==> src/hdl/u8cp_pkg.sv <==
package u8cp_pkg;

    // Error codes carried on the result.
    localparam logic [1:0] ERR_NONE     = 2'd0;
    localparam logic [1:0] ERR_TRUNC    = 2'd1;
    localparam logic [1:0] ERR_BAD_CONT = 2'd2;
    localparam logic [1:0] ERR_BAD_LEAD = 2'd3;

    // Lead byte length patterns, checked against the top bits of the lead.
    localparam logic [2:0] LEAD2_PAT = 3'b110;
    localparam logic [3:0] LEAD3_PAT = 4'b1110;
    localparam logic [4:0] LEAD4_PAT = 5'b11110;
    localparam logic [1:0] CONT_TAG  = 2'b10;

    localparam int CP_W = 21;

    // One accepted input item.
    typedef struct packed {
        logic [7:0] data_byte;
        logic       string_end;
    } t_in_item;

    // One result item.
    typedef struct packed {
        logic [CP_W-1:0] code_point;
        logic [1:0]      error_kind;
        logic            string_done;
    } t_result;

    // Result of one decode step: whether a result is produced, and its value.
    typedef struct packed {
        logic    valid;
        t_result result;
    } t_step_out;

endpackage

==> src/hdl/u8cp_in_stage.sv <==
module u8cp_in_stage (
    input  logic              i_clk,
    input  logic              i_rst_n,
    input  logic              i_valid,
    input  u8cp_pkg::t_in_item i_item,
    output logic              o_stall,
    input  logic              i_advance,
    output logic              o_valid,
    output u8cp_pkg::t_in_item o_item
);

    logic               r_valid;
    logic               n_valid;
    u8cp_pkg::t_in_item r_item;
    logic               w_accept;

    // The held item blocks new input only while it cannot move on.
    assign o_stall  = r_valid && !i_advance;
    assign w_accept = i_valid && !o_stall;

    always_comb begin
        n_valid = r_valid;
        if (w_accept) begin
            n_valid = 1'b1;
        end else if (i_advance) begin
            n_valid = 1'b0;
        end
    end

    always_ff @(posedge i_clk) begin
        if (!i_rst_n) begin
            r_valid <= 1'b0;
        end else begin
            r_valid <= n_valid;
        end
    end

    // Payload register loads on every accepted item.
    always_ff @(posedge i_clk) begin
        if (w_accept) begin
            r_item <= i_item;
        end
    end

    assign o_valid = r_valid;
    assign o_item  = r_item;

endmodule

==> src/hdl/u8cp_decode.sv <==
module u8cp_decode (
    input  logic                i_clk,
    input  logic                i_rst_n,
    input  logic                i_step,
    input  u8cp_pkg::t_in_item  i_item,
    output u8cp_pkg::t_step_out o_step
);

    logic [1:0]  r_bytes_held;
    logic [1:0]  n_bytes_held;
    logic [7:0]  r_lead;
    logic [7:0]  n_lead;
    logic [11:0] r_partial;
    logic [11:0] n_partial;
    logic        r_discard;
    logic        n_discard;

    logic [7:0]                  w_byte;
    logic                        w_last;
    logic [5:0]                  w_pay;
    logic                        w_cont_ok;
    logic                        w_ok;
    logic                        w_err;
    logic [1:0]                  w_kind;
    logic [u8cp_pkg::CP_W-1:0]   w_cp;

    assign w_byte    = i_item.data_byte;
    assign w_last    = i_item.string_end;
    assign w_pay     = w_byte[5:0];
    assign w_cont_ok = (w_byte[7:6] == u8cp_pkg::CONT_TAG);

    // Decode one byte against the sequence held so far.
    always_comb begin
        n_bytes_held = r_bytes_held;
        n_lead       = r_lead;
        n_partial    = r_partial;
        n_discard    = r_discard;
        w_ok         = 1'b0;
        w_err        = 1'b0;
        w_kind       = u8cp_pkg::ERR_NONE;
        w_cp         = '0;
        if (i_step) begin
            if (r_discard) begin
                // Drop the rest of a failed string up to its final byte.
                if (w_last) begin
                    n_discard = 1'b0;
                end
            end else begin
                case (r_bytes_held)
                    2'd0: begin
                        if (!w_byte[7]) begin
                            w_ok = 1'b1;
                            w_cp = {13'd0, w_byte};
                        end else if (w_last) begin
                            w_err  = 1'b1;
                            w_kind = u8cp_pkg::ERR_TRUNC;
                        end else begin
                            n_lead       = w_byte;
                            n_bytes_held = 2'd1;
                        end
                    end
                    2'd1: begin
                        if (!w_cont_ok) begin
                            w_err  = 1'b1;
                            w_kind = u8cp_pkg::ERR_BAD_CONT;
                        end else if (r_lead[7:5] == u8cp_pkg::LEAD2_PAT) begin
                            w_ok = 1'b1;
                            w_cp = {10'd0, r_lead[4:0], w_pay};
                        end else if (w_last) begin
                            w_err  = 1'b1;
                            w_kind = u8cp_pkg::ERR_TRUNC;
                        end else begin
                            n_partial    = {6'd0, w_pay};
                            n_bytes_held = 2'd2;
                        end
                    end
                    2'd2: begin
                        if (!w_cont_ok) begin
                            w_err  = 1'b1;
                            w_kind = u8cp_pkg::ERR_BAD_CONT;
                        end else if (r_lead[7:4] == u8cp_pkg::LEAD3_PAT) begin
                            w_ok = 1'b1;
                            w_cp = {5'd0, r_lead[3:0], r_partial[5:0], w_pay};
                        end else if (w_last) begin
                            w_err  = 1'b1;
                            w_kind = u8cp_pkg::ERR_TRUNC;
                        end else begin
                            n_partial    = {r_partial[5:0], w_pay};
                            n_bytes_held = 2'd3;
                        end
                    end
                    default: begin
                        if (!w_cont_ok) begin
                            w_err  = 1'b1;
                            w_kind = u8cp_pkg::ERR_BAD_CONT;
                        end else if (r_lead[7:3] != u8cp_pkg::LEAD4_PAT) begin
                            w_err  = 1'b1;
                            w_kind = u8cp_pkg::ERR_BAD_LEAD;
                        end else begin
                            w_ok = 1'b1;
                            w_cp = {r_lead[2:0], r_partial, w_pay};
                        end
                    end
                endcase
                // Any result closes the sequence; an error mid-string starts a drop.
                if (w_ok || w_err) begin
                    n_bytes_held = 2'd0;
                    n_lead       = '0;
                    n_partial    = '0;
                end
                if (w_err) begin
                    n_discard = !w_last;
                end
            end
        end
    end

    always_ff @(posedge i_clk) begin
        if (!i_rst_n) begin
            r_bytes_held <= 2'd0;
            r_lead       <= '0;
            r_partial    <= '0;
            r_discard    <= 1'b0;
        end else begin
            r_bytes_held <= n_bytes_held;
            r_lead       <= n_lead;
            r_partial    <= n_partial;
            r_discard    <= n_discard;
        end
    end

    // Error results carry a zero codepoint and always end the string.
    assign o_step.valid              = w_ok || w_err;
    assign o_step.result.code_point  = w_err ? '0 : w_cp;
    assign o_step.result.error_kind  = w_kind;
    assign o_step.result.string_done = w_err || w_last;

endmodule

==> src/hdl/utf8_to_codepoint_decoder_core.sv <==
// A byte that completes a sequence is held in the input register, decoded, and its result
// is loaded into the result register, which drives the output.
// Throughput: one byte per cycle while the result side does not stall.
// The pace is set by the input register and the result register around one decode step.
// Reset is synchronous and active low; it clears the held sequence and the drop flag.
module utf8_to_codepoint_decoder_core (
    input  logic        i_clk,
    input  logic        i_rst_n,
    input  logic        i_in_valid,
    output logic        o_in_stall,
    input  logic [7:0]  i_data_byte,
    input  logic        i_string_end,
    output logic        o_out_valid,
    input  logic        i_out_stall,
    output logic [20:0] o_code_point,
    output logic [1:0]  o_error_kind,
    output logic        o_string_done
);

    u8cp_pkg::t_in_item  w_in_item;
    u8cp_pkg::t_in_item  w_held_item;
    u8cp_pkg::t_step_out w_step;
    logic                w_held_valid;
    logic                w_advance;
    logic                r_out_valid;
    logic                n_out_valid;
    u8cp_pkg::t_result   r_out;

    assign w_in_item.data_byte  = i_data_byte;
    assign w_in_item.string_end = i_string_end;

    // The held item moves on once the result register is free.
    assign w_advance = w_held_valid && (!r_out_valid || !i_out_stall);

    u8cp_in_stage u_in_stage (
        .i_clk     (i_clk),
        .i_rst_n   (i_rst_n),
        .i_valid   (i_in_valid),
        .i_item    (w_in_item),
        .o_stall   (o_in_stall),
        .i_advance (w_advance),
        .o_valid   (w_held_valid),
        .o_item    (w_held_item)
    );

    u8cp_decode u_decode (
        .i_clk   (i_clk),
        .i_rst_n (i_rst_n),
        .i_step  (w_advance),
        .i_item  (w_held_item),
        .o_step  (w_step)
    );

    // Result register: loads a new result, or empties when its item is taken.
    always_comb begin
        n_out_valid = r_out_valid;
        if (w_advance) begin
            n_out_valid = w_step.valid;
        end else if (r_out_valid && !i_out_stall) begin
            n_out_valid = 1'b0;
        end
    end

    always_ff @(posedge i_clk) begin
        if (!i_rst_n) begin
            r_out_valid <= 1'b0;
        end else begin
            r_out_valid <= n_out_valid;
        end
    end

    always_ff @(posedge i_clk) begin
        if (w_advance && w_step.valid) begin
            r_out <= w_step.result;
        end
    end

    assign o_out_valid   = r_out_valid;
    assign o_code_point  = r_out.code_point;
    assign o_error_kind  = r_out.error_kind;
    assign o_string_done = r_out.string_done;

endmodule

==> config.mk <==
export PLATFORM = sky130hd
export DESIGN_NAME = utf8_to_codepoint_decoder_core
export DESIGN_NICKNAME = d
export VERILOG_FILES = /design/src/hdl/u8cp_pkg.sv /design/src/hdl/u8cp_in_stage.sv /design/src/hdl/u8cp_decode.sv /design/src/hdl/utf8_to_codepoint_decoder_core.sv
export SDC_FILE = /design/constraint.sdc
export NUM_CORES = 1
export LEC_CHECK = 0
export ABC_AREA = 1
export BUFFER_PORTS_ARGS = -buffer_cell sky130_fd_sc_hd__buf_2
export CORE_UTILIZATION = 50
export DETAILED_ROUTE_END_ITERATION = 10
export GPL_ROUTABILITY_DRIVEN = 0
export GPL_TIMING_DRIVEN = 0
export PLACE_DENSITY = 0.75
export SETUP_SLACK_MARGIN = 0.3
export SKIP_LAST_GASP = 1
export SYNTH_ARGS = -nofsm -noshare
export SYNTH_HDL_FRONTEND = slang
export SYNTH_SLANG_ARGS = --single-unit
export TNS_END_PERCENT = 30
==> constraint.sdc <==
create_clock -name i_clk -period 2.13 [get_ports i_clk]
set_input_delay 0.3195 -clock i_clk [delete_from_list [all_inputs] [get_ports i_clk]]
set_output_delay 0.3195 -clock i_clk [all_outputs]
set_load 0.02 [all_outputs]
==> flow_metrics.tcl <==
set metrics [dict create \
    status "completed" \
    viasPerCell 5.44 \
    drtAntennaViolNets 0 \
    rr_endpoint "o_error_kind[1]" \
    pin_count 39 \
    die_area_um2 5990 \
    numCtsBuffers 9 \
    rows 27 \
    max_slew_margin_pct 75.7 \
    syn_to_final_growth_pct 36.7 \
    firstDrtPassIters 5 \
    core_um2 5510 \
    diodes 0 \
    die_w_um 77.4 \
    dp_hpwl_um 4400 \
    hold_depth 1 \
    hold_class "in -> reg" \
    min_period_ns 2.04 \
    avgSynthCellArea_um2 8.61 \
    dpl_worst_slack_ns -0.327 \
    synth-seq-cells 58 \
    fin_skew_ns 0.00598 \
    synth_cell_types 34 \
    synthArstFlopShare_pct 0 \
    max_cap_violations 0 \
    ys_seq_area_share_pct 52.5 \
    cp-end-kind "flop" \
    track_usage_pct 24.7 \
    drt_iter0_drc 163 \
    rsz0062_at_grt "true" \
    path_class "reg -> reg" \
    final_layout_size_suffix_gt1_share_pct 37.3 \
    synth_area_um2 2840 \
    cp.required_ns 2.24 \
    synth_edf_count 33 \
    powerDensity_nw_per_um2 832 \
    clockRootBuffer "clkbuf_8" \
    crit_path_max_fanout 5 \
    final_hold_viol_count 0 \
    clock.fmax_mhz 489 \
    ir_worst_vdd_mv 0.509 \
    die_y_um 77.4 \
    worstPathArrival_ns 2.15 \
    p_leak_uw 0.00170 \
    netlist_instances 330 \
    vias 2657 \
    port_buffers 38 \
    grt_pass1_vias 2394 \
    cts.clk_slew.worst_paths_ns 0.07 \
    overflow 0 \
    period_share_pct 95.9 \
    grt_pass1_wl_um 11100 \
    cts_max_level 3 \
    initial_core_util_pct 51.6 \
    synth_nets 347 \
    drc 0 \
    drt_wl_total_um 7560 \
    wl_per_cell_um 15.5 \
    clk_latency_ns 0.34 \
    hp-start "i_data_byte[4]" \
    hold_slack_ns 0.156 \
    fin_nets 428 \
    r2r_start "u_decode.r_bytes_held[0]" \
    num-fill-cells 384 \
    hold_end "u_in_stage.o_item[5]" \
    yosys_warnings 0 \
    tightest_slew_ns 0.365 \
    drv_slew 0 \
    antenna_found_initial 0 \
    grt_start_max_net_pins 13 \
    layout_common_cells "nand2_1 (51), nor2_1 (51), buf_2 (40)" \
    setup_ws_ns 0.0871 \
    reg2reg_slack_ns 0.09 \
    clockBufferDepth 2 \
    synth_ff_type "edfxtp_1" \
    cts.sinks 58 \
    setup_violations 0 \
    ff2ff_path_depth 13 \
    critPathLaunchType "flop" \
    tritoncts "built" \
]
sequential cells by signal (all words and copies together), names as in the netlist:
register / cells
o_string_done: 1
o_error_kind: 2
u_decode.r_discard: 1
u_decode.r_bytes_held: 2
u_in_stage.o_valid: 1
u_decode.r_partial: 12
o_out_valid: 1
o_code_point: 21
u_decode.r_lead: 8
u_in_stage.o_item: 9
per-layer routing:
layer | GRT usage [%] | share of wire, %
met1 | 30.8 | 39
met2 | 38.6 | 49
met3 | 7.06 | 7.9
met4 | 13.2 | 4.0
met5 | 0 | 0
worst max path at each step:
stage / from / to / slack (ns) / depth (start not counted)
after floorplan: u_decode.r_bytes_held[0] / o_code_point[0] / 0.08 / 11
after global placement: u_decode.r_bytes_held[0] / o_code_point[17] / -0.26 / 8
after detailed placement: u_decode.r_bytes_held[0] / o_code_point[12] / -0.33 / 11
after CTS: u_decode.r_bytes_held[0] / o_code_point[10] / 0.16 / 12
after global routing: u_decode.r_bytes_held[0] / u_decode.r_partial[0] / 0.03 / 13
final: u_decode.r_bytes_held[0] / o_error_kind[1] / 0.09 / 13
cells by family (layout without fill, tap and decap cells):
| family | Yosys count | after routing | share of synthesized area, % |
|---|---|---|---|
| buf+inv | 58 | 144 | 8.85 |
| compound gates | 38 | 38 | 8.55 |
| simple gates | 172 | 172 | 28.3 |
| flops | 58 | 58 | 52.5 |
| fa+ha+maj | 4 | 4 | 1.76 |
power breakdown:
| group | switching [uW] | total (uW) | internal (uW) |
|---|---|---|---|
| clock network | 449 | 854 | 405 |
| logic | 583 | 1020 | 435 |
| registers | 65.5 | 1360 | 1290 |
| total | 1100 | 3230 | 2130 |
synth_stat cells, drive strengths merged, types with 2 or more instances:
cell type  count  share of area, %
a22oi          2              0.53
edfxtp        33                35
a21oi         17               3.1
o21bai         2               1.3
nor2          64               9.9
dfxtp         25                18
nand3b         2              0.53
ha             4               1.8
nand2         68                10
o21ai         12               2.2
nand4          7               1.8
nor3           7               1.2
inv           50               6.6
buf            7               2.1
nand3         21               4.1
o31ai          2              0.53
critical path, stage by stage (launching register included):
cell	delay, ns
dfxtp_4	0.39
inv_4	0.05
ha_4	0.18
inv_4	0.07
nand2_4	0.05
nand2_4	0.07
nand3_4	0.07
o21bai_4	0.18
nand3_4	0.11
buf_8	0.15
nand2_8	0.08
clkinvlp_4	0.11
buf_4	0.15
buf_12	0.12
cell type report:
class                           count  area [um2]  area share [%]
Sequential cell                    58        1500            38.7
Multi-Input combinational cell    214        1300            33.4
Timing Repair Buffer               69         534            13.8
Inverter                           50         206            5.32
Clock buffer                        9         124            3.19
Tap cell                           72        90.1            2.32
Buffer                              8        85.1            2.19
Clock inverter                      7        36.3           0.934
Timing Repair inverter              1        7.51           0.193
through the flow:
| step | TNS [ns] | cell area, um2 | cells | total power (uW) | util [%] |
|---|---|---|---|---|---|
| floorplan | 0 | 2910 | 330 | 1880 | - |
| global placement | -7.89 | 3190 | 440 | 2030 | 57.9 |
| detailed placement | -10.30 | 3190 | 440 | 2040 | 57.9 |
| CTS | 0 | 3630 | 478 | 3030 | 65.8 |
| global route | 0 | 3880 | 488 | 3350 | 70.5 |
| finish | 0 | 3880 | 488 | 3230 | 70.5 |
what timing repair did:
item                                    4_1_cts  5_1_grt
hold endpoints to repair                      0        0
hold buffers                                  0        0
pin swaps                                     9       17
cloned                                        2        2
buffers inserted                             20        8
endpoints found under the setup margin       63       62
resized for setup                            19       40
Power figures use the tool's default switching activity.
